**src/design/nmea_rmc_pkg.sv**
```systemverilog
package nmea_rmc_pkg;

    // Character and text buffer geometry
    localparam int CHAR_W     = 8;
    localparam int TEXT_DEPTH = 24;
    localparam int TEXT_AW    = 5;
    localparam int FIELD_CNT  = 4;
    localparam int LEN_W      = 4;
    localparam int HDR_LEN    = 6;
    localparam int MIN_TOKENS = 7;

    typedef logic [CHAR_W-1:0] char_t;

    localparam char_t CHAR_NUL   = 8'h00;
    localparam char_t CHAR_COMMA = 8'h2C;
    localparam char_t CHAR_A     = 8'h41;
    localparam char_t CHAR_SPACE = 8'h20;

    // Expected sentence header "$GPRMC"
    function automatic char_t hdr_char(input logic [2:0] idx);
        char_t c;
        case (idx)
            3'd0:    c = 8'h24;
            3'd1:    c = 8'h47;
            3'd2:    c = 8'h50;
            3'd3:    c = 8'h52;
            3'd4:    c = 8'h4D;
            3'd5:    c = 8'h43;
            default: c = CHAR_NUL;
        endcase
        return c;
    endfunction

    // Start of each coordinate field in the text buffer
    function automatic logic [TEXT_AW-1:0] field_off(input logic [1:0] f);
        logic [TEXT_AW-1:0] o;
        case (f)
            2'd0:    o = 5'd0;
            2'd1:    o = 5'd10;
            2'd2:    o = 5'd12;
            2'd3:    o = 5'd22;
            default: o = 5'd0;
        endcase
        return o;
    endfunction

    // Characters kept per field: 10 for coordinates, 2 for hemispheres
    function automatic logic [LEN_W-1:0] field_lim(input logic [1:0] f);
        return f[0] ? 4'd2 : 4'd10;
    endfunction

    typedef struct packed {
        logic take;     // parse the byte of this input transfer
        logic last;     // this byte closes the read, arm the emit sequence
        logic fetch;    // read current character from the text buffer
        logic skip;     // current segment is exhausted, move on
        logic put;      // load the output register, advance
    } dp_cmd_t;

    typedef struct packed {
        logic item_here;    // current segment has a result to send
        logic out_free;     // output register can take a result
        logic final_item;   // current result ends the run
    } dp_stat_t;

endpackage

```
**src/design/nmea_rmc_in_if.sv**
```systemverilog
interface nmea_rmc_in_if;
    logic                  valid;
    logic                  ready;
    nmea_rmc_pkg::char_t   rx_byte;
    logic                  end_of_read;

    modport source (output valid, rx_byte, end_of_read, input ready);
    modport sink   (input valid, rx_byte, end_of_read, output ready);
endinterface

```
**src/design/nmea_rmc_out_if.sv**
```systemverilog
interface nmea_rmc_out_if;
    logic                  valid;
    logic                  ready;
    logic                  fix_valid;
    logic                  text_select;
    nmea_rmc_pkg::char_t   text_char;
    logic                  run_last;

    modport source (output valid, fix_valid, text_select, text_char, run_last, input ready);
    modport sink   (input valid, fix_valid, text_select, text_char, run_last, output ready);
endinterface

```
**src/design/nmea_rmc_ctrl.sv**
```systemverilog
module nmea_rmc_ctrl (
    input  logic                   clk,
    input  logic                   rst_n,
    input  logic                   in_valid,
    input  logic                   in_last,
    output logic                   in_ready,
    output nmea_rmc_pkg::dp_cmd_t  cmd,
    input  nmea_rmc_pkg::dp_stat_t stat
);

    typedef enum logic [1:0] {
        S_PARSE,
        S_FETCH,
        S_PUT
    } state_t;

    state_t state_reg;
    state_t state_next;

    // Next state and datapath commands
    always_comb
    begin
        state_next = state_reg;
        cmd        = '0;
        in_ready   = 1'b0;
        case (state_reg)
            S_PARSE:
            begin
                in_ready = 1'b1;
                if (in_valid)
                begin
                    cmd.take = 1'b1;
                    if (in_last)
                    begin
                        cmd.last   = 1'b1;
                        state_next = S_FETCH;
                    end
                end
            end
            S_FETCH:
            begin
                if (stat.item_here)
                begin
                    cmd.fetch  = 1'b1;
                    state_next = S_PUT;
                end
                else
                begin
                    cmd.skip = 1'b1;
                end
            end
            S_PUT:
            begin
                if (stat.out_free)
                begin
                    cmd.put    = 1'b1;
                    state_next = stat.final_item ? S_PARSE : S_FETCH;
                end
            end
            default:
            begin
                state_next = S_PARSE;
            end
        endcase
    end

    // State register
    always_ff @(posedge clk or negedge rst_n)
    begin
        if (!rst_n)
        begin
            state_reg <= S_PARSE;
        end
        else
        begin
            state_reg <= state_next;
        end
    end

endmodule

```
**src/design/nmea_rmc_dp.sv**
```systemverilog
module nmea_rmc_dp #(
    parameter int MAX_TOKENS  = 15,
    parameter int TOKEN_CHARS = 19
) (
    input  logic                   clk,
    input  logic                   rst_n,
    input  nmea_rmc_pkg::char_t    in_byte,
    input  nmea_rmc_pkg::dp_cmd_t  cmd,
    output nmea_rmc_pkg::dp_stat_t stat,
    nmea_rmc_out_if.source         fix
);

    localparam int TOK_W  = $clog2(MAX_TOKENS + 1);
    localparam int CPOS_W = $clog2(TOKEN_CHARS + 1);
    localparam int LEN_W  = nmea_rmc_pkg::LEN_W;
    localparam int AW     = nmea_rmc_pkg::TEXT_AW;

    // Emit segments: chars, space, chars per half
    localparam logic [2:0] SEG_F0  = 3'd0;
    localparam logic [2:0] SEG_SP0 = 3'd1;
    localparam logic [2:0] SEG_F1  = 3'd2;
    localparam logic [2:0] SEG_F2  = 3'd3;
    localparam logic [2:0] SEG_SP1 = 3'd4;
    localparam logic [2:0] SEG_F3  = 3'd5;

    // Parser state
    logic [TOK_W-1:0]   tok_reg;
    logic [CPOS_W-1:0]  cpos_reg;
    logic               inside_reg;
    logic               ended_reg;
    logic               hdr_ok_reg;
    logic               stat_a_reg;
    logic [LEN_W-1:0]   len_reg [nmea_rmc_pkg::FIELD_CNT];

    // Text buffer and emit sequencer
    nmea_rmc_pkg::char_t text_mem [nmea_rmc_pkg::TEXT_DEPTH];
    nmea_rmc_pkg::char_t rd_data_reg;
    logic [2:0]          seg_reg;
    logic [LEN_W-1:0]    idx_reg;

    // Output register
    logic                out_valid_reg;
    logic                out_fix_reg;
    logic                out_sel_reg;
    nmea_rmc_pkg::char_t out_char_reg;
    logic                out_last_reg;

    // Byte decode
    logic               open_tok;
    logic               tok_full;
    logic [TOK_W-1:0]   tok_cur;
    logic [TOK_W-1:0]   tok_num;
    logic [CPOS_W-1:0]  pos;
    logic               is_nul;
    logic               is_comma;
    logic               is_char;
    logic               in_field;
    logic [1:0]         wr_field;
    logic               wr_en;
    logic [AW-1:0]      wr_addr;
    logic               hdr_bad_char;
    logic               hdr_bad_comma;

    // Emit decode
    logic               fix_ok;
    logic               seg_space;
    logic [1:0]         seg_field;
    logic [LEN_W-1:0]   cur_len;
    logic [AW-1:0]      rd_addr;
    logic               item_here;
    logic               final_item;

    always_comb
    begin
        open_tok  = !inside_reg;
        tok_full  = tok_reg >= TOK_W'(MAX_TOKENS);
        tok_cur   = open_tok ? tok_reg + TOK_W'(1) : tok_reg;
        tok_num   = tok_cur - TOK_W'(1);
        pos       = open_tok ? '0 : cpos_reg;
        is_nul    = in_byte == nmea_rmc_pkg::CHAR_NUL;
        is_comma  = in_byte == nmea_rmc_pkg::CHAR_COMMA;
        is_char   = !ended_reg && !is_nul && !is_comma && !(open_tok && tok_full);
        in_field  = tok_num >= TOK_W'(3) && tok_num <= TOK_W'(6);
        wr_field  = 2'(tok_num - TOK_W'(3));
        wr_en     = is_char && in_field
                    && (pos < CPOS_W'(nmea_rmc_pkg::field_lim(wr_field)));
        wr_addr   = nmea_rmc_pkg::field_off(wr_field) + AW'(pos);
        hdr_bad_char  = (pos >= CPOS_W'(nmea_rmc_pkg::HDR_LEN))
                        || (in_byte != nmea_rmc_pkg::hdr_char(pos[2:0]));
        hdr_bad_comma = inside_reg && (tok_reg == TOK_W'(1))
                        && (cpos_reg != CPOS_W'(nmea_rmc_pkg::HDR_LEN));
    end

    always_comb
    begin
        fix_ok    = hdr_ok_reg && stat_a_reg
                    && (tok_reg >= TOK_W'(nmea_rmc_pkg::MIN_TOKENS));
        seg_space = (seg_reg == SEG_SP0) || (seg_reg == SEG_SP1);
        case (seg_reg)
            SEG_F0:  seg_field = 2'd0;
            SEG_F1:  seg_field = 2'd1;
            SEG_F2:  seg_field = 2'd2;
            SEG_F3:  seg_field = 2'd3;
            default: seg_field = 2'd0;
        endcase
        cur_len    = len_reg[seg_field];
        rd_addr    = nmea_rmc_pkg::field_off(seg_field) + AW'(idx_reg);
        item_here  = !fix_ok || seg_space || (idx_reg < cur_len);
        final_item = !fix_ok
                     || ((seg_reg == SEG_F3) && ((idx_reg + LEN_W'(1)) == len_reg[3]))
                     || ((seg_reg == SEG_SP1) && (len_reg[3] == '0));
    end

    assign stat.item_here  = item_here;
    assign stat.final_item = final_item;
    assign stat.out_free   = !out_valid_reg || fix.ready;

    // Parser and emit control state
    always_ff @(posedge clk or negedge rst_n)
    begin
        if (!rst_n)
        begin
            tok_reg    <= '0;
            cpos_reg   <= '0;
            inside_reg <= 1'b0;
            ended_reg  <= 1'b0;
            hdr_ok_reg <= 1'b1;
            stat_a_reg <= 1'b0;
            for (int i = 0; i < nmea_rmc_pkg::FIELD_CNT; i++)
            begin
                len_reg[i] <= '0;
            end
            seg_reg    <= SEG_F0;
            idx_reg    <= '0;
        end
        else
        begin
            // per-read clear once the run is out
            if (cmd.put && final_item)
            begin
                tok_reg    <= '0;
                cpos_reg   <= '0;
                inside_reg <= 1'b0;
                ended_reg  <= 1'b0;
                hdr_ok_reg <= 1'b1;
                stat_a_reg <= 1'b0;
                for (int i = 0; i < nmea_rmc_pkg::FIELD_CNT; i++)
                begin
                    len_reg[i] <= '0;
                end
            end
            else if (cmd.take && !ended_reg)
            begin
                if (is_nul)
                begin
                    ended_reg  <= 1'b1;
                    inside_reg <= 1'b0;
                end
                else if (is_comma)
                begin
                    if (hdr_bad_comma)
                    begin
                        hdr_ok_reg <= 1'b0;
                    end
                    inside_reg <= 1'b0;
                end
                else if (is_char)
                begin
                    tok_reg    <= tok_cur;
                    inside_reg <= 1'b1;
                    if (tok_num == TOK_W'(0) && hdr_bad_char)
                    begin
                        hdr_ok_reg <= 1'b0;
                    end
                    if (tok_num == TOK_W'(2) && pos == '0)
                    begin
                        stat_a_reg <= in_byte == nmea_rmc_pkg::CHAR_A;
                    end
                    if (wr_en)
                    begin
                        len_reg[wr_field] <= LEN_W'(pos) + LEN_W'(1);
                    end
                    cpos_reg <= (pos < CPOS_W'(TOKEN_CHARS)) ? pos + CPOS_W'(1) : pos;
                end
            end

            // emit sequencer
            if (cmd.last)
            begin
                seg_reg <= SEG_F0;
                idx_reg <= '0;
            end
            else if (cmd.skip || (cmd.put && seg_space))
            begin
                seg_reg <= seg_reg + 3'd1;
                idx_reg <= '0;
            end
            else if (cmd.put)
            begin
                idx_reg <= idx_reg + LEN_W'(1);
            end
        end
    end

    // Text buffer: one write and one registered read port
    always_ff @(posedge clk)
    begin
        if (cmd.take && !ended_reg && wr_en)
        begin
            text_mem[wr_addr] <= in_byte;
        end
        if (cmd.fetch)
        begin
            rd_data_reg <= text_mem[rd_addr];
        end
    end

    // Output register valid
    always_ff @(posedge clk or negedge rst_n)
    begin
        if (!rst_n)
        begin
            out_valid_reg <= 1'b0;
        end
        else if (cmd.put)
        begin
            out_valid_reg <= 1'b1;
        end
        else if (fix.ready)
        begin
            out_valid_reg <= 1'b0;
        end
    end

    // Output register payload
    always_ff @(posedge clk)
    begin
        if (cmd.put)
        begin
            out_fix_reg  <= fix_ok;
            out_sel_reg  <= fix_ok && (seg_reg >= SEG_F2);
            out_char_reg <= !fix_ok ? nmea_rmc_pkg::CHAR_NUL
                          : seg_space ? nmea_rmc_pkg::CHAR_SPACE : rd_data_reg;
            out_last_reg <= final_item;
        end
    end

    assign fix.valid       = out_valid_reg;
    assign fix.fix_valid   = out_fix_reg;
    assign fix.text_select = out_sel_reg;
    assign fix.text_char   = out_char_reg;
    assign fix.run_last    = out_last_reg;

endmodule

```
**src/design/nmea_rmc_position_extractor_unit.sv**
```systemverilog
// RMC position extractor. Takes the bytes of one serial read on rx, one per
// transfer, with end_of_read on the final byte. Bytes are split into comma
// separated tokens (empty tokens collapse, a zero byte ends the text, at most
// MAX_TOKENS tokens count, tokens truncate at TOKEN_CHARS characters). After
// the final byte the block sends a run on fix: for a "$GPRMC" sentence with
// status 'A' and at least 7 tokens, up to 10 characters of the latitude, a
// space and up to 2 hemisphere characters (text_select 0), then the same for
// longitude (text_select 1); otherwise one result with fix_valid 0. run_last
// marks the end of a run. Rate: rx takes one byte per cycle while parsing.
// During a run rx is held off; each result is a text buffer read, then an
// output register load. A coordinate run also takes a skip step past the end
// of each of its first three fields, empty or not. Any stall on fix holds
// the run. The last result waits in the output register while the next read
// is taken.
module nmea_rmc_position_extractor_unit #(
    parameter int MAX_TOKENS  = 15,
    parameter int TOKEN_CHARS = 19
) (
    input  logic            clk,
    input  logic            rst_n,
    nmea_rmc_in_if.sink     rx,
    nmea_rmc_out_if.source  fix
);

    nmea_rmc_pkg::dp_cmd_t  cmd;
    nmea_rmc_pkg::dp_stat_t stat;
    logic                   in_ready;

    assign rx.ready = in_ready;

    nmea_rmc_ctrl u_ctrl (
        .clk      (clk),
        .rst_n    (rst_n),
        .in_valid (rx.valid),
        .in_last  (rx.end_of_read),
        .in_ready (in_ready),
        .cmd      (cmd),
        .stat     (stat)
    );

    nmea_rmc_dp #(
        .MAX_TOKENS  (MAX_TOKENS),
        .TOKEN_CHARS (TOKEN_CHARS)
    ) u_dp (
        .clk     (clk),
        .rst_n   (rst_n),
        .in_byte (rx.rx_byte),
        .cmd     (cmd),
        .stat    (stat),
        .fix     (fix)
    );

    // An invalid result is always a single-result run with a zero character
    a_invalid_single : assert property (@(posedge clk) disable iff (!rst_n)
        fix.valid && !fix.fix_valid |-> fix.run_last && fix.text_char == 8'h00)
        else $error("invalid result not a lone zero result");

    // The final byte of a read stops input until the last result is loaded
    a_hold_after_last : assert property (@(posedge clk) disable iff (!rst_n)
        rx.valid && rx.ready && rx.end_of_read |=> !rx.ready)
        else $error("input taken right after end of read");

    // Input stays closed while a run is still in progress
    a_hold_in_run : assert property (@(posedge clk) disable iff (!rst_n)
        fix.valid && !fix.run_last |-> !rx.ready)
        else $error("input open in the middle of a run");

endmodule
```
**src/flat_wrapper.sv**
```systemverilog
// flat-port wrapper written by rule: the top's interface ports become plain ports
module nmea_rmc_position_extractor_unit_flat 
#(
    parameter int MAX_TOKENS  = 15,
    parameter int TOKEN_CHARS = 19
)
  (clk, rst_n, rx_valid, rx_rx_byte, rx_end_of_read, rx_ready, fix_valid, fix_fix_valid, fix_text_select, fix_text_char, fix_run_last, fix_ready);
  nmea_rmc_in_if rx_i ();
  nmea_rmc_out_if fix_i ();
  input  logic clk;
  input  logic rst_n;
  input wire logic [$bits(rx_i.valid)-1:0] rx_valid;
  input wire logic [$bits(rx_i.rx_byte)-1:0] rx_rx_byte;
  input wire logic [$bits(rx_i.end_of_read)-1:0] rx_end_of_read;
  output wire logic [$bits(rx_i.ready)-1:0] rx_ready;
  output wire logic [$bits(fix_i.valid)-1:0] fix_valid;
  output wire logic [$bits(fix_i.fix_valid)-1:0] fix_fix_valid;
  output wire logic [$bits(fix_i.text_select)-1:0] fix_text_select;
  output wire logic [$bits(fix_i.text_char)-1:0] fix_text_char;
  output wire logic [$bits(fix_i.run_last)-1:0] fix_run_last;
  input wire logic [$bits(fix_i.ready)-1:0] fix_ready;
  assign rx_i.valid = rx_valid;
  assign rx_i.rx_byte = rx_rx_byte;
  assign rx_i.end_of_read = rx_end_of_read;
  assign rx_ready = rx_i.ready;
  assign fix_valid = fix_i.valid;
  assign fix_fix_valid = fix_i.fix_valid;
  assign fix_text_select = fix_i.text_select;
  assign fix_text_char = fix_i.text_char;
  assign fix_run_last = fix_i.run_last;
  assign fix_i.ready = fix_ready;
  nmea_rmc_position_extractor_unit #(.MAX_TOKENS(MAX_TOKENS), .TOKEN_CHARS(TOKEN_CHARS)) u_core (.clk(clk), .rst_n(rst_n), .rx(rx_i), .fix(fix_i));
endmodule
```
**config.mk**
```make
export PLATFORM = sky130hd
export DESIGN_NAME = nmea_rmc_position_extractor_unit_flat
export DESIGN_NICKNAME = d
export VERILOG_FILES = /design/src/design/nmea_rmc_pkg.sv /design/src/design/nmea_rmc_in_if.sv /design/src/design/nmea_rmc_out_if.sv /design/src/design/nmea_rmc_ctrl.sv /design/src/design/nmea_rmc_dp.sv /design/src/design/nmea_rmc_position_extractor_unit.sv /design/src/flat_wrapper.sv
export SDC_FILE = /design/constraint.sdc
export NUM_CORES = 1
export LEC_CHECK = 0
export ABC_AREA = 1
export BUFFER_PORTS_ARGS = -buffer_cell sky130_fd_sc_hd__buf_2
export CAP_MARGIN = 20
export CORE_MARGIN = 2
export CORE_UTILIZATION = 44
export DETAILED_ROUTE_END_ITERATION = 16
export PLACE_DENSITY = 0.56
export SLEW_MARGIN = 20
export SYNTH_ARGS = -nofsm -noshare
export SYNTH_HDL_FRONTEND = slang
export SYNTH_SLANG_ARGS = --single-unit
```
**constraint.sdc**
```tcl
create_clock -name clk -period 5.7 [get_ports clk]
set_input_delay 0.57 -clock clk [delete_from_list [all_inputs] [get_ports clk]]
set_output_delay 0.57 -clock clk [all_outputs]
set_load 0.02 [all_outputs]
```
==> flow_summary.ini, run 1 <==
[sta]
hold_violations = 0
max_freq_mhz = 258
fin_crit_ps = 3880
finalSetupViolations = 0
slew_headroom = 0.310
hold_ws_ps = 187
finalCritPeriodShare = 0.681
finalClockSkew_ps = 22.2
rsz0062_at_grt = no
worst-slew-pin-transition_ps = 1030
slew_violations = 0
tns_ps = 0
setup_ws_ps = 1820

[routing]
routed_via_density = 5.43
dr_total_vias = 7790
firstDrtPassIters = 5
drcViolationCount = 0
drtAntennaViolNets = 0
drt_iter0_markers = 712
wl_per_cell_um = 19.5
wl_um = 27900

[yosys]
synthArstFlopShare = 0.156
synth_cell_type_count = 44
ys_ff_latch = 250
synth_edf_count = 211
netlist_instances = 1062
synth.avg_cell_area_um2 = 10.9
yosysTopAreaCell = edfxtp_1
synth_nets = 1110
synth_warnings = 0
synthesis.area_um2 = 11600
synth-seq-area-share = 0.632
netlist_top_cells_area = edfxtp_1, dfrtp_1, nor2_1, nand2_1, ha_1
synth.top_cell.area_share = 0.548
synth_flop_cell = edfxtp_1

[worst_setup_path]
path_max_fanout = 8
reg2reg_from = u_core.u_dp.tok_reg[0]
r2r_cells = 14
r2r-end = u_core.u_dp.text_mem[13][5]
cp.arrival_ps = 4050
critPathKind = flop to flop
worst_setup_path_end_kind = flop
critPathLaunchType = flop
r2r_slack_ps = 1820
crit_required_ps = 5870

[final_layout]
areaGrowthSynthToFinish_pct = 11.1
nFillCells = 2309
drive_above_1_share = 0.0810
nets = 1127
largest_reg_flops = 192
n_antenna_cell = 0

[pwr]
p_leak_uw = 0.00506
powerDensity_nw_per_um2 = 603
ir_drop_mv = 0.259

[clock_network]
cts-root-buf = clkbuf_16
ctsHoldBuffers = 0
tritoncts = yes
cts.sink_count = 250
cts_made_buffers = 26
post_cts_buffers = 0
cts_resized = 0
clkTransAtPathRegs_ps = 60
clk_latency_ps = 540
cts_buffer_depth = 3
cts_max_level = 1

[job]
maxCapViolations = 0

[die]
fp.dieW_um = 166
initial_core_util = 0.446
core_um2 = 25900
die-area_um2 = 27600
ioPinCount = 26
dieHeight_um = 166
fp-row-count = 59

[place]
place_hpwl_um = 18000
place_congestion = 0.829
dp_slack_ps = 1770
port_buffers = 25

[global_routing]
grt_usage = 0.204
grt_pass1_vias = 7849
antenna_found_initial = 1
grt_max_degree = 65
grt_pass1_wl_um = 44000
grt-ovfl-total = 0

[run_status]
status = finished clean

[worst_hold_path]
min_path_type = input port to asynchronous set/reset pin
metrics by stage:
step	area, um^2	std cells	util	total power, uW
2_1_floorplan	11600	1062	-	4930
3_3_place_gp	12000	1386	0.462	6020
3_5_place_dp	12000	1386	0.462	6030
4_1_cts	12900	1434	0.496	7800
5_1_grt	12900	1434	0.496	8310
6_report	12900	1434	0.496	7750
area by class of cell:
type	instances	area, um^2	share of cell area
clock buffer	35	684	0.0533
clock inverter	13	200	0.0156
inverter	100	375	0.0292
multi-input combinational	671	3690	0.287
sequential	250	7320	0.569
tap	335	419	0.0326
timing repair buffer	30	163	0.0127
how the worst max path moves through the flow:
stage	from	endpoint	cells past startpoint
global placement	u_core.u_dp.tok_reg[0]	u_core.u_dp.text_mem[3][7]	12
global route	u_core.u_dp.tok_reg[1]	u_core.u_dp.text_mem[13][0]	15
detailed placement	u_core.u_dp.tok_reg[0]	u_core.u_dp.text_mem[13][0]	14
CTS	u_core.u_dp.tok_reg[0]	u_core.u_dp.text_mem[13][5]	14
floorplan	u_core.u_dp.tok_reg[0]	u_core.u_dp.text_mem[10][0]	14
finish	u_core.u_dp.tok_reg[0]	u_core.u_dp.text_mem[13][5]	14
worst max-delay path, stage by stage, from the launching register on:
cell and delay, ps:
dfrtp_1 450, ha_1 320, o21a_1 280, inv_1 100
ha_1 250, inv_1 120, nand2_1 100, ha_1 280
a21o_1 150, a21oi_1 160, xor2_1 160, inv_1 100
nor2_1 300, nand3_4 140, nor2_1 590
cells in the mapped netlist (9+ instances only):
| cell | count |
|---|---|
| nand3_1 | 39 |
| o21ai_0 | 67 |
| inv_1 | 95 |
| mux2i_1 | 17 |
| buf_2 | 9 |
| xor2_1 | 13 |
| clkbuf_1 | 27 |
| o32ai_1 | 32 |
| o221ai_1 | 16 |
| nor2_1 | 216 |
| dfrtp_1 | 38 |
| nand2_1 | 138 |
| o211ai_1 | 17 |
| nand4_1 | 21 |
| a21oi_1 | 15 |
| ha_1 | 33 |
| edfxtp_1 | 211 |
cells by family (layout without fill, tap and decap cells):
| kind of cell | Yosys count | in the layout | share of synthesized area |
|---|---|---|---|
| xor+xnor | 17 | 17 | 0.0135 |
| compound gates | 158 | 158 | 0.0898 |
| fa+ha+maj | 35 | 35 | 0.0392 |
| flops | 250 | 250 | 0.632 |
| buf+inv | 141 | 178 | 0.0484 |
| mux | 17 | 17 | 0.0147 |
| simple gates | 444 | 444 | 0.162 |
where the power goes:
group          switching (uW)  total (uW)  internal [uW]
Clock                     696        1770           1070
Combinational            2470        3560           1080
Sequential                176        2430           2250
routing by layer:
layer	vias up	GRT usage	routed length (um)
li1	3759	-	-
met1	3777	0.283	12600
met2	208	0.340	13100
met3	46	0.0288	1650
met4	0	0.0503	585
met5	-	0	0
layout by cell type, fill, tap and decap left out, types with 2 or more instances in the layout:
cell type and instances:
nand2_2 7, clkinv_1 3, dfrtp_1 37, nand3_2 2
fa_1 2, xnor2_1 3, buf_4 5, inv_1 95
nand3_4 2, and3_1 8, clkbuf_1 9, o31ai_1 2
clkbuf_16 26, o21ai_0 67, a21oi_1 15, xor2_1 13
bufinv_16 5, nand4_1 21, buf_2 25, nor3_1 6
o211ai_1 17, o32ai_1 32, nand2_1 138, edfxtp_1 211
nor2_1 216, o221ai_1 16, clkinv_2 3, nand3_1 39
mux2i_1 17, inv_2 5, nand3b_1 2, ha_1 32
Note: power is estimated with default switching activity, not from simulation.
==> run 2: changes to the inputs <==
- PLACE_DENSITY: 0.56 -> 0.59
- clock period: 5.7 -> 3.4 ns (I/O delays scaled with it)
==> flow_summary.ini, run 2 (synthesized netlist as in run 1, its figures left out) <==
[run_status]
status = finished clean

[final_layout]
areaGrowthSynthToFinish_pct = 14.5
finalNonFillerCells = 1483
multi_input_area_um2 = 3700
largest_reg_flops = 192
n_antenna_cell = 0
utilization = 0.511
nets = 1178
nFillCells = 2252
drive_above_1_share = 0.125
mostFrequentLayoutCells = nor2_1, edfxtp_1, nand2_1, inv_1, o21ai_0
design_area_um2 = 13200
regArea_um2 = 7320
final_common_cell = nor2_1

[routing]
firstDrtPassIters = 5
drt_iter0_markers = 757
drcViolationCount = 0
wl_um = 27900
dr_total_vias = 7944
routed_via_density = 5.36
wl_per_cell_um = 18.8
drtAntennaViolNets = 0

[sta]
fin_crit_ps = 3190
finalClockSkew_ps = 10.4
setup_ws_ps = 211
finalCritPeriodShare = 0.938
hold_violations = 0
tns_ps = 0
slew_violations = 0
finalSetupViolations = 0
max_freq_mhz = 314
slew_headroom = 0.378
worst-slew-pin-transition_ps = 932

[global_routing]
use_met1 = 0.285
antenna_found_initial = 0
grt_max_degree = 97
use_met2 = 0.329
grt.busiest_layer = met2
grt_pass1_vias = 7695
grt_usage = 0.203
grtUsageMet3 = 0.0262
grt-ovfl-total = 0
grt_pass1_wl_um = 43600

[place]
place_congestion = 0.882
port_buffers = 25
place_inst = 1436
place_area_um2 = 12400
place_hpwl_um = 18700
dp_slack_ps = 234

[worst_setup_path]
cp.arrival_ps = 3420
critPathKind = flop to flop
worstPathCellList = ha_1 > o21a_1 > inv_1 > ha_1 > inv_1 > nand2_1 > ha_1 > a21o_1 > a21oi_1 > xor2_1 > inv_1 > nor2_1 > nand3_2 > nor2_1 > buf_4
worst_setup_path_end_kind = flop
slowest_delay_ps = 450
slowest_stage = dfrtp_1
critPathLaunchType = flop
crit_required_ps = 3630
path_max_fanout = 8

[die]
initial_core_util = 0.446
die-area_um2 = 27600
core_um2 = 25900
fp.dieW_um = 166
ioPinCount = 26
fp-row-count = 59
dieHeight_um = 166

[clock_network]
tritoncts = yes
cts_buffer_depth = 3
cts_max_level = 1
cts-root-buf = clkbuf_16
cts_made_buffers = 26
clkTransAtPathRegs_ps = 60
clk_latency_ps = 530
cts.sink_count = 250

[job]
maxCapViolations = 0

[worst_hold_path]
min_path_type = input port to flop

[pwr]
ir_drop_mv = 0.639
p_leak_uw = 0.00531
powerDensity_nw_per_um2 = 1000
[run 2: cell types whose count changed in the layout (fill, tap and decap cells not counted), moves of 2 or more]
cell,delta
bufinv_16,-2
nand3_1,-2
buf_4,+48
nand3_2,+2
clkinv_2,+2
clkbuf_1,-5
buf_12,+2
[run 2: area by class of cell]
| cell class | count | share of cell area |
|---|---|---|
| clock buffer | 32 | 0.0532 |
| clock inverter | 14 | 0.0110 |
| timing repair buffer | 81 | 0.0433 |
| sequential | 250 | 0.553 |
| tap | 335 | 0.0317 |
| inverter | 100 | 0.0284 |
| multi-input combinational | 671 | 0.280 |
[run 2: final timing paths]
kind / slack, ps / endpoint / depth (start not counted) / startpoint
min in group asynchronous: 480 / u_core.u_dp.seg_reg[1] / 2 / rst_n
max reg2reg: 210 / u_core.u_dp.text_mem[4][7] / 15 / u_core.u_dp.tok_reg[0]
max: 210 / u_core.u_dp.text_mem[4][7] / 15 / u_core.u_dp.tok_reg[0]
min: 80 / u_core.u_dp.fix.valid / 4 / fix_ready
max in group asynchronous: 2240 / u_core.u_dp.idx_reg[0] / 2 / rst_n
min reg2reg: 460 / u_core.u_dp.hdr_ok_reg / 2 / u_core.u_dp.hdr_ok_reg
[run 2: what timing repair did]
action	in CTS	in global routing
endpoints found under the hold margin	38	0
buffers inserted	0	0
resized for setup	0	2
hold buffers	1	0
endpoints found under the setup margin	0	24
[run 2: metrics by stage]
stage / hold WS (ps) / power, uW
6_report: 75.7 / 13300
2_1_floorplan: 44.4 / 8270
3_5_place_dp: 459 / 10400
3_3_place_gp: 456 / 10400
5_1_grt: 87.2 / 14200
4_1_cts: 62.5 / 13200
[run 2: routing by layer]
layer	part of all wire	wire, um	vias to the layer above
li1	-	-	3846
met1	0.45	12600	3829
met2	0.47	13200	216
met3	0.047	1320	53
met4	0.027	762	0
met5	0	0	-
[run 2: where the power goes]
part,internal (uW),switching (uW)
registers,3780,244
logic,2110,4330
clock network,1690,1140
[run 2: worst max-delay path, delay by kind of cell, from the launching register on]
family,cells,cell delay (ps)
AND/OR/NAND/NOR,4,620
AO/OA/AOI/OAI,3,490
flip-flops,1,450
adder cells (fa/ha/maj),3,760
buffers and inverters,4,420
XOR/XNOR,1,150
